==> config.mk <==
export PLATFORM = sky130hd
export DESIGN_NAME = palette_pixel_packer
export DESIGN_NICKNAME = d
export VERILOG_FILES = /design/src/design/ppp_pkg.sv /design/src/design/ppp_classify.sv /design/src/design/ppp_core.sv /design/src/design/palette_pixel_packer.sv
export SDC_FILE = /design/constraint.sdc
export NUM_CORES = 1
export LEC_CHECK = 0
export BUFFER_PORTS_ARGS = -buffer_cell sky130_fd_sc_hd__buf_2
export CAP_MARGIN = 20
export CORE_MARGIN = 4
export CORE_UTILIZATION = 25
export DETAILED_ROUTE_END_ITERATION = 10
export MAX_ROUTING_LAYER = met4
export PLACE_DENSITY_LB_ADDON = 0.15
export SLEW_MARGIN = 25
export SYNTH_ARGS = -nofsm -noshare
export SYNTH_HDL_FRONTEND = slang
export SYNTH_HIERARCHICAL = 1
export SYNTH_SLANG_ARGS = --single-unit
==> constraint.sdc <==
create_clock -name clk -period 3.31 [get_ports clk]
set_input_delay 0 -clock clk [delete_from_list [all_inputs] [get_ports clk]]
set_output_delay 0 -clock clk [all_outputs]
set_load 0.005 [all_outputs]
==> src/design/ppp_pkg.sv <==
// Shared types and constants for the palette pixel packer.
`timescale 1ns / 1ps
package ppp_pkg;

  localparam int PIXEL_W = 32;
  localparam int BYTE_W  = 8;
  localparam int POS_W   = 3;

  // RGBA shade values, red in the top byte
  localparam logic [PIXEL_W-1:0] SHADE_WHITE = 32'hFFFF_FFFF;
  localparam logic [PIXEL_W-1:0] SHADE_LIGHT = 32'hAAAA_AAFF;
  localparam logic [PIXEL_W-1:0] SHADE_DARK  = 32'h5555_55FF;
  localparam logic [PIXEL_W-1:0] SHADE_BLACK = 32'h0000_00FF;

  // shade hit bit positions
  localparam int HIT_WHITE = 0;
  localparam int HIT_LIGHT = 1;
  localparam int HIT_DARK  = 2;
  localparam int HIT_BLACK = 3;

  // operation codes
  localparam logic OP_SURVEY = 1'b0;
  localparam logic OP_PACK   = 1'b1;

  // result kinds
  localparam logic [1:0] KIND_VERDICT = 2'd0;
  localparam logic [1:0] KIND_BYTE    = 2'd1;
  localparam logic [1:0] KIND_REFUSED = 2'd2;

  // verdict / depth codes
  localparam logic [1:0] MODE_NONE = 2'd0;
  localparam logic [1:0] MODE_1BPP = 2'd1;
  localparam logic [1:0] MODE_2BPP = 2'd2;

  typedef struct packed {
    logic [3:0] hit;    // one-hot shade match, zero for any other color
    logic [1:0] code2;  // 2bpp code
  } shade_info_t;

  typedef struct packed {
    logic [1:0]        kind;
    logic [BYTE_W-1:0] data;
    logic [1:0]        bpp;
    logic              done;
  } result_t;

endpackage

==> src/design/ppp_classify.sv <==
// Shade decoder: matches a pixel against the four grey shades.
`timescale 1ns / 1ps
module ppp_classify (
  input  logic [ppp_pkg::PIXEL_W-1:0] pixel,
  output ppp_pkg::shade_info_t        info
);
  import ppp_pkg::*;

  always_comb begin
    info.hit              = '0;
    info.hit[HIT_WHITE]   = (pixel == SHADE_WHITE);
    info.hit[HIT_LIGHT]   = (pixel == SHADE_LIGHT);
    info.hit[HIT_DARK]    = (pixel == SHADE_DARK);
    info.hit[HIT_BLACK]   = (pixel == SHADE_BLACK);
    if (info.hit[HIT_WHITE]) begin
      info.code2 = 2'd0;
    end else if (info.hit[HIT_LIGHT]) begin
      info.code2 = 2'd1;
    end else if (info.hit[HIT_DARK]) begin
      info.code2 = 2'd2;
    end else begin
      info.code2 = 2'd3;
    end
  end

endmodule

==> src/design/ppp_core.sv <==
// Survey/pack state and the per-pixel step logic.
`timescale 1ns / 1ps
module ppp_core (
  input  logic                        clk,
  input  logic                        rst_n,
  input  logic                        step,
  input  logic                        op,
  input  logic                        last,
  input  ppp_pkg::shade_info_t        info,
  output logic                        res_valid,
  output ppp_pkg::result_t            res
);
  import ppp_pkg::*;

  logic [3:0]        seen_r,  seen_nxt;
  logic              foreign_r, foreign_nxt;
  logic [1:0]        mode_r,  mode_nxt;
  logic [BYTE_W-1:0] acc_r,   acc_nxt;
  logic [POS_W-1:0]  pos_r,   pos_nxt;

  logic [3:0]        seen_upd;
  logic              foreign_upd;
  logic [1:0]        code;
  logic [BYTE_W-1:0] acc_new;
  logic [POS_W:0]    npos;

  always_comb begin
    seen_upd    = seen_r | info.hit;
    foreign_upd = foreign_r | (info.hit == 4'd0);
    code        = (mode_r == MODE_1BPP) ? {1'b0, info.hit[HIT_BLACK]} : info.code2;
    acc_new     = acc_r | ({{(BYTE_W-2){1'b0}}, code} << pos_r);
    npos        = {1'b0, pos_r} + {{(POS_W-1){1'b0}}, mode_r};

    seen_nxt    = seen_r;
    foreign_nxt = foreign_r;
    mode_nxt    = mode_r;
    acc_nxt     = acc_r;
    pos_nxt     = pos_r;
    res_valid   = 1'b0;
    res.kind    = KIND_BYTE;
    res.data    = acc_new;
    res.bpp     = mode_r;
    res.done    = last;

    if (op == OP_SURVEY) begin
      seen_nxt    = seen_upd;
      foreign_nxt = foreign_upd;
      if (last) begin
        if (foreign_upd) begin
          mode_nxt = MODE_NONE;
        end else if ((seen_upd & 4'b0110) == 4'd0) begin
          mode_nxt = MODE_1BPP;  // only white and/or black
        end else begin
          mode_nxt = MODE_2BPP;
        end
        seen_nxt    = '0;
        foreign_nxt = 1'b0;
        acc_nxt     = '0;
        pos_nxt     = '0;
        res_valid   = 1'b1;
        res.kind    = KIND_VERDICT;
        res.data    = '0;
        res.bpp     = mode_nxt;
        res.done    = 1'b1;
      end
    end else if (mode_r != MODE_1BPP && mode_r != MODE_2BPP) begin
      // no usable verdict: swallow pixels, refuse at the end
      res_valid = last;
      res.kind  = KIND_REFUSED;
      res.data  = '0;
      res.bpp   = MODE_NONE;
      res.done  = 1'b1;
    end else if (npos[POS_W] || last) begin
      res_valid = 1'b1;
      acc_nxt   = '0;
      pos_nxt   = '0;
    end else begin
      acc_nxt = acc_new;
      pos_nxt = npos[POS_W-1:0];
    end
  end

  always_ff @(posedge clk) begin
    if (!rst_n) begin
      seen_r    <= '0;
      foreign_r <= 1'b0;
      mode_r    <= MODE_NONE;
      acc_r     <= '0;
      pos_r     <= '0;
    end else if (step) begin
      seen_r    <= seen_nxt;
      foreign_r <= foreign_nxt;
      mode_r    <= mode_nxt;
      acc_r     <= acc_nxt;
      pos_r     <= pos_nxt;
    end
  end

endmodule

==> src/design/palette_pixel_packer.sv <==
// Top level: input register, step logic and result register of the packer.
// Usage:
//  Input stream: in_tdata carries the 32-bit RGBA pixel, in_tuser the operation
//  (0 survey, 1 pack) and in_tlast the final pixel of the pass.
//  Output stream: one word per verdict, packed byte or refusal. out_tuser is
//  the result kind, out_tdata[7:0] the packed byte, out_tdata[9:8] the depth,
//  out_tlast marks the final result of a pass.
//  Send the image once as survey pixels; the last one yields the verdict
//  (depth 0 rejects). Then send it again as pack pixels to get the bytes.
//  Path: a result reaches out_tvalid through the input register, then the
//  result register, after its pixel is taken.
//  Throughput: one pixel per cycle while the receiver keeps out_tready high;
//  the whole step is one compare-and-shift pass between the two registers.
//  Stall: while a result waits in the output register and out_tready is low,
//  the input register takes one more pixel, then holds it and in_tready drops;
//  no word is lost.
//  Reset: rst_n (synchronous, active low) empties both registers and clears
//  the survey flags, verdict and byte accumulator.
`timescale 1ns / 1ps
module palette_pixel_packer (
  input  logic        clk,
  input  logic        rst_n,
  input  logic        in_tvalid,
  output logic        in_tready,
  input  logic [31:0] in_tdata,   // [31:0] pixel_value
  input  logic        in_tuser,   // [0] operation
  input  logic        in_tlast,   // last_pixel
  output logic        out_tvalid,
  input  logic        out_tready,
  output logic [15:0] out_tdata,  // [7:0] data_byte, [9:8] bits_per_pixel, rest zero
  output logic [1:0]  out_tuser,  // [1:0] result_kind
  output logic        out_tlast   // pass_done
);
  import ppp_pkg::*;

  logic               s1_valid_r;
  logic [PIXEL_W-1:0] s1_pixel_r;
  logic               s1_op_r;
  logic               s1_last_r;
  logic               out_valid_r, out_valid_nxt;
  result_t            out_res_r;

  logic        go;
  logic        step;
  shade_info_t info;
  logic        res_valid;
  result_t     res;

  // stage 1 may advance whenever the result register is free or draining
  assign go        = !out_valid_r || out_tready;
  assign step      = s1_valid_r && go;
  assign in_tready = !s1_valid_r || go;

  ppp_classify u_classify (
    .pixel (s1_pixel_r),
    .info  (info)
  );

  ppp_core u_core (
    .clk       (clk),
    .rst_n     (rst_n),
    .step      (step),
    .op        (s1_op_r),
    .last      (s1_last_r),
    .info      (info),
    .res_valid (res_valid),
    .res       (res)
  );

  always_ff @(posedge clk) begin
    if (!rst_n) begin
      s1_valid_r <= 1'b0;
    end else if (in_tready) begin
      s1_valid_r <= in_tvalid;
    end
  end

  always_ff @(posedge clk) begin
    if (in_tready && in_tvalid) begin
      s1_pixel_r <= in_tdata;
      s1_op_r    <= in_tuser;
      s1_last_r  <= in_tlast;
    end
  end

  assign out_valid_nxt = go ? (step && res_valid) : out_valid_r;

  always_ff @(posedge clk) begin
    if (!rst_n) begin
      out_valid_r <= 1'b0;
    end else begin
      out_valid_r <= out_valid_nxt;
    end
  end

  always_ff @(posedge clk) begin
    if (step && res_valid) begin
      out_res_r <= res;
    end
  end

  assign out_tvalid = out_valid_r;
  assign out_tdata  = {6'd0, out_res_r.bpp, out_res_r.data};
  assign out_tuser  = out_res_r.kind;
  assign out_tlast  = out_res_r.done;

`ifndef SYNTHESIS
  a_stall_only_on_full: assert property (@(posedge clk) disable iff (!rst_n)
    !in_tready |-> (out_tvalid && !out_tready))
    else $error("input stalled while result register free");

  a_verdict_form: assert property (@(posedge clk) disable iff (!rst_n)
    (out_tvalid && out_tuser == KIND_VERDICT) |-> (out_tdata[7:0] == 8'd0 && out_tlast))
    else $error("verdict word malformed");

  a_refusal_form: assert property (@(posedge clk) disable iff (!rst_n)
    (out_tvalid && out_tuser == KIND_REFUSED)
      |-> (out_tdata[9:8] == MODE_NONE && out_tdata[7:0] == 8'd0 && out_tlast))
    else $error("refusal word malformed");

  a_byte_depth: assert property (@(posedge clk) disable iff (!rst_n)
    (out_tvalid && out_tuser == KIND_BYTE)
      |-> (out_tdata[9:8] == MODE_1BPP || out_tdata[9:8] == MODE_2BPP))
    else $error("packed byte without a supported depth");

  a_kind_legal: assert property (@(posedge clk) disable iff (!rst_n)
    out_tvalid |-> (out_tuser == KIND_VERDICT || out_tuser == KIND_BYTE ||
                    out_tuser == KIND_REFUSED))
    else $error("unknown result kind");
`endif

endmodule

==> qor.txt <==
Outcome - finished clean
Post-route core utilization - 35.08%
Syn_area_per_cell - 12.23 µm²
Drt wl/cell - 12.35 µm
Dominant synthesized flop cell - edfxtp_1
# resized after CTS - 0
Largest net degree at the start of global routing - 21
Cell count after placement - 406
Skew final - 0.008260 ns
Final #Nets - 361
Vias in the first global route - 1938
GR Util All Layers - 9.737%
Mapped cell area - 2739 µm²
Crit path kind - register to register
Worst-Skew Late Latency - 0.33 ns
WP data arrival - 2.64 ns
Final instance area - 3686 µm²
Worst hold slack - 0.1055 ns
Initial Util - 26.06%
Drc violations - 0
Power share of the clock group - 35.8%
Worst hold path class - input pin to register
I/O Pins - 59
Final Power - 1.597 mW
DR vias - 1987
Reg clk slew, reported paths - 0.07 ns
Fmax - 415.5 MHz
Switching Power - 341.8 µW
Max-cap violations - 0
DP Worst Slack - 0.9309 ns
Worst-path fanout max - 6
Multi-input logic area - 877.1 µm²
Worst setup SP type - register
Initial antenna violation count - 0
Final min period - 2.407 ns
Fraction of layout cells with a size suffix above 1 - 22.60%
H-tree Lvls - 3
Root Buffer - clkbuf_8
CP endpoint kind - register
Setup repair after global routing missed its margin - false
GR Overflow Total - 0
Seq/Total Area, Yosys - 64.69%
Final Setup Violations - 0
Leak Pwr - 1.371 nW
Synthesis Warnings - 6
Sequential Power Share - 57.7%
Pwr Density - 433.2 nW/µm²
Part of the power in combinational logic - 6.6%
GPL Wtd Cong - 0.6870
Flip-flop and latch area - 1772 µm²
Peak supply drop - 0.2251 mV
Worst Tran Pin Value - 0.7283 ns
Synth-to-Final Area Change - 34.58%
Die width - 112.7 µm
Post-Route WL - 5.667 mm
Dpl hpwl - 3.827 mm
Placed Area - 3156 µm²
Clock tree buffer depth - 2
Number of synthesized flops with an enable pin - 47
Period utilization - 72.71%
Seq cells post-synth - 65
Via density - 4.329
Mapped Cells - 224
Area of the core - 10510 µm²
Die H - 112.7 µm
Pint - 1.255 mW
Hold Fails Final Rpt - 0
First-pass GRT wire length - 9.473 mm
Port Buf Inserts - 52
FFs w/ async S/R, synth - 0%
CTS tree - yes
Setup ws final - 0.9032 ns
CTS Buf Count - 9
Post-route insts no fill - 459
Antenna viol nets, final - 0
Final Max Slew Viols - 0
Clock sink total - 65
Core Rows - 37
TritonRoute pass-1 iters - 4
DR iter-0 viols - 63
Sw frac - 21.40%
Setup_tns - 0 ns
Max-slew headroom - 51.23%
Number of diodes - 0
Number of fill cells - 1049
Required time at the worst-slack endpoint - 3.54 ns
Synth cell types - 44
Full die area - 12690 µm²
==> worst max-delay path, cell delays in order, from the launching register on <==
cell,delay [ns]
edfxtp_1,0.39
nor4_1,0.36
nand3_1,0.20
nor3_1,0.29
mux2i_1,0.20
mux2i_1,0.45
nand2_1,0.15
o32ai_1,0.28
==> layout by cell type (no fill, tap or decap), drive strengths merged, types with 2 or more instances in the layout <==
master / n
buf: 54
edfxtp: 47
dlygate4sd3: 37
nand2: 20
dfxtp: 18
nor2: 17
clkbuf: 14
inv: 11
a21oi: 10
nor4: 9
nor3: 9
nand4: 8
o21ai: 7
conb: 6
nand3: 6
nor2b: 5
mux2i: 4
o22ai: 4
ha: 4
nand2b: 4
a21boi: 4
a31oi: 3
clkinv: 2
a211o: 2
nand3b: 2
a22oi: 2
o32ai: 2
or3: 2
==> cells in the mapped netlist, drive strengths merged (2+ instances only) <==
cell    instances  share of area (%)
edfxtp         47                 52
nand2          20                2.8
dfxtp          18                 13
nor2           17                2.4
inv            11                1.5
a21oi          10                1.8
nor3            9                1.6
nor4            9                2.1
nand4           8                1.8
buf             7                2.1
o21ai           7                1.3
clkbuf          6               0.82
nand3           6                1.1
nor2b           5                1.4
a21boi          4                1.1
ha              4                1.8
mux2i           4                1.5
nand2b          4                1.5
o22ai           4               0.91
a31oi           3               0.69
a211o           2               0.64
a22oi           2               0.55
nand3b          2               0.55
o32ai           2               0.64
or3             2               0.64
==> power groups by stage <==
stage / Combinational (mW) / Sequential, mW / Clock (mW)
CTS: 0.106 / 0.920 / 0.599
floorplan: 0.0404 / 0.934 / 0
detailed placement: 0.0731 / 0.939 / 0
global route: 0.117 / 0.924 / 0.648
global placement: 0.0688 / 0.939 / 0
finish: 0.105 / 0.921 / 0.571
==> layer usage <==
layer	wire, µm	GRT usage, %
met3	355	3.342
met5	0	-
met4	70	4.087
met1	2474	11.20
met2	2766	15.48
==> repair_timing <==
item / 4_1_cts / 5_1_grt
endpoints found under the setup margin: 0 / 0
hold endpoints to repair: 36 / 0
buffers inserted: 0 / 0
hold buffers: 37 / 0
==> state kept, by name (all words and copies together), names as in the netlist <==
signal / count
u_core/seen_r: 2
s1_op_r: 1
u_core/mode_r: 2
out_tdata: 10
s1_valid_r: 1
u_core/acc_r: 8
u_core/foreign_r: 1
out_tuser: 2
out_tvalid: 1
s1_pixel_r: 32
s1_last_r: 1
out_tlast: 1
u_core/pos_r: 3
==> final cells by class <==
class / instances / area share (%)
Clock buffer: 14 / 4.141
Multi-Input combinational cell: 140 / 23.79
Sequential cell: 65 / 48.07
Clock inverter: 2 / 0.2037
Timing Repair Buffer: 91 / 18.06
Inverter: 11 / 1.120
Tap cell: 136 / 4.616
==> path summary, 6_finish.rpt <==
| path | from | to | slack, ns | cells past startpoint |
|---|---|---|---|---|
| max | s1_pixel_r[22] | u_core/acc_r[5] | 0.90 | 7 |
| max reg2reg | s1_pixel_r[22] | u_core/acc_r[5] | 0.90 | 7 |
| min | rst_n | u_core/pos_r[2] | 0.11 | 3 |
| min reg2reg | u_core/acc_r[0] | u_core/acc_r[0] | 0.47 | 2 |
==> logic make-up (layout without fill, tap and decap cells) <==
kind of cell               count (synthesis)  after routing  share of synthesized area (%)
AOI/OAI and AO/OA                         38             38                          9.456
buffers and inverters                     24            118                          4.385
muxes                                      4              4                          1.462
DFF                                       65             65                          64.69
and+or+nand+nor                           87             87                          17.31
other                                      1              6                         0.1369
adders and majority gates                  5              5                          2.558
(Power assumes the default switching activity.)
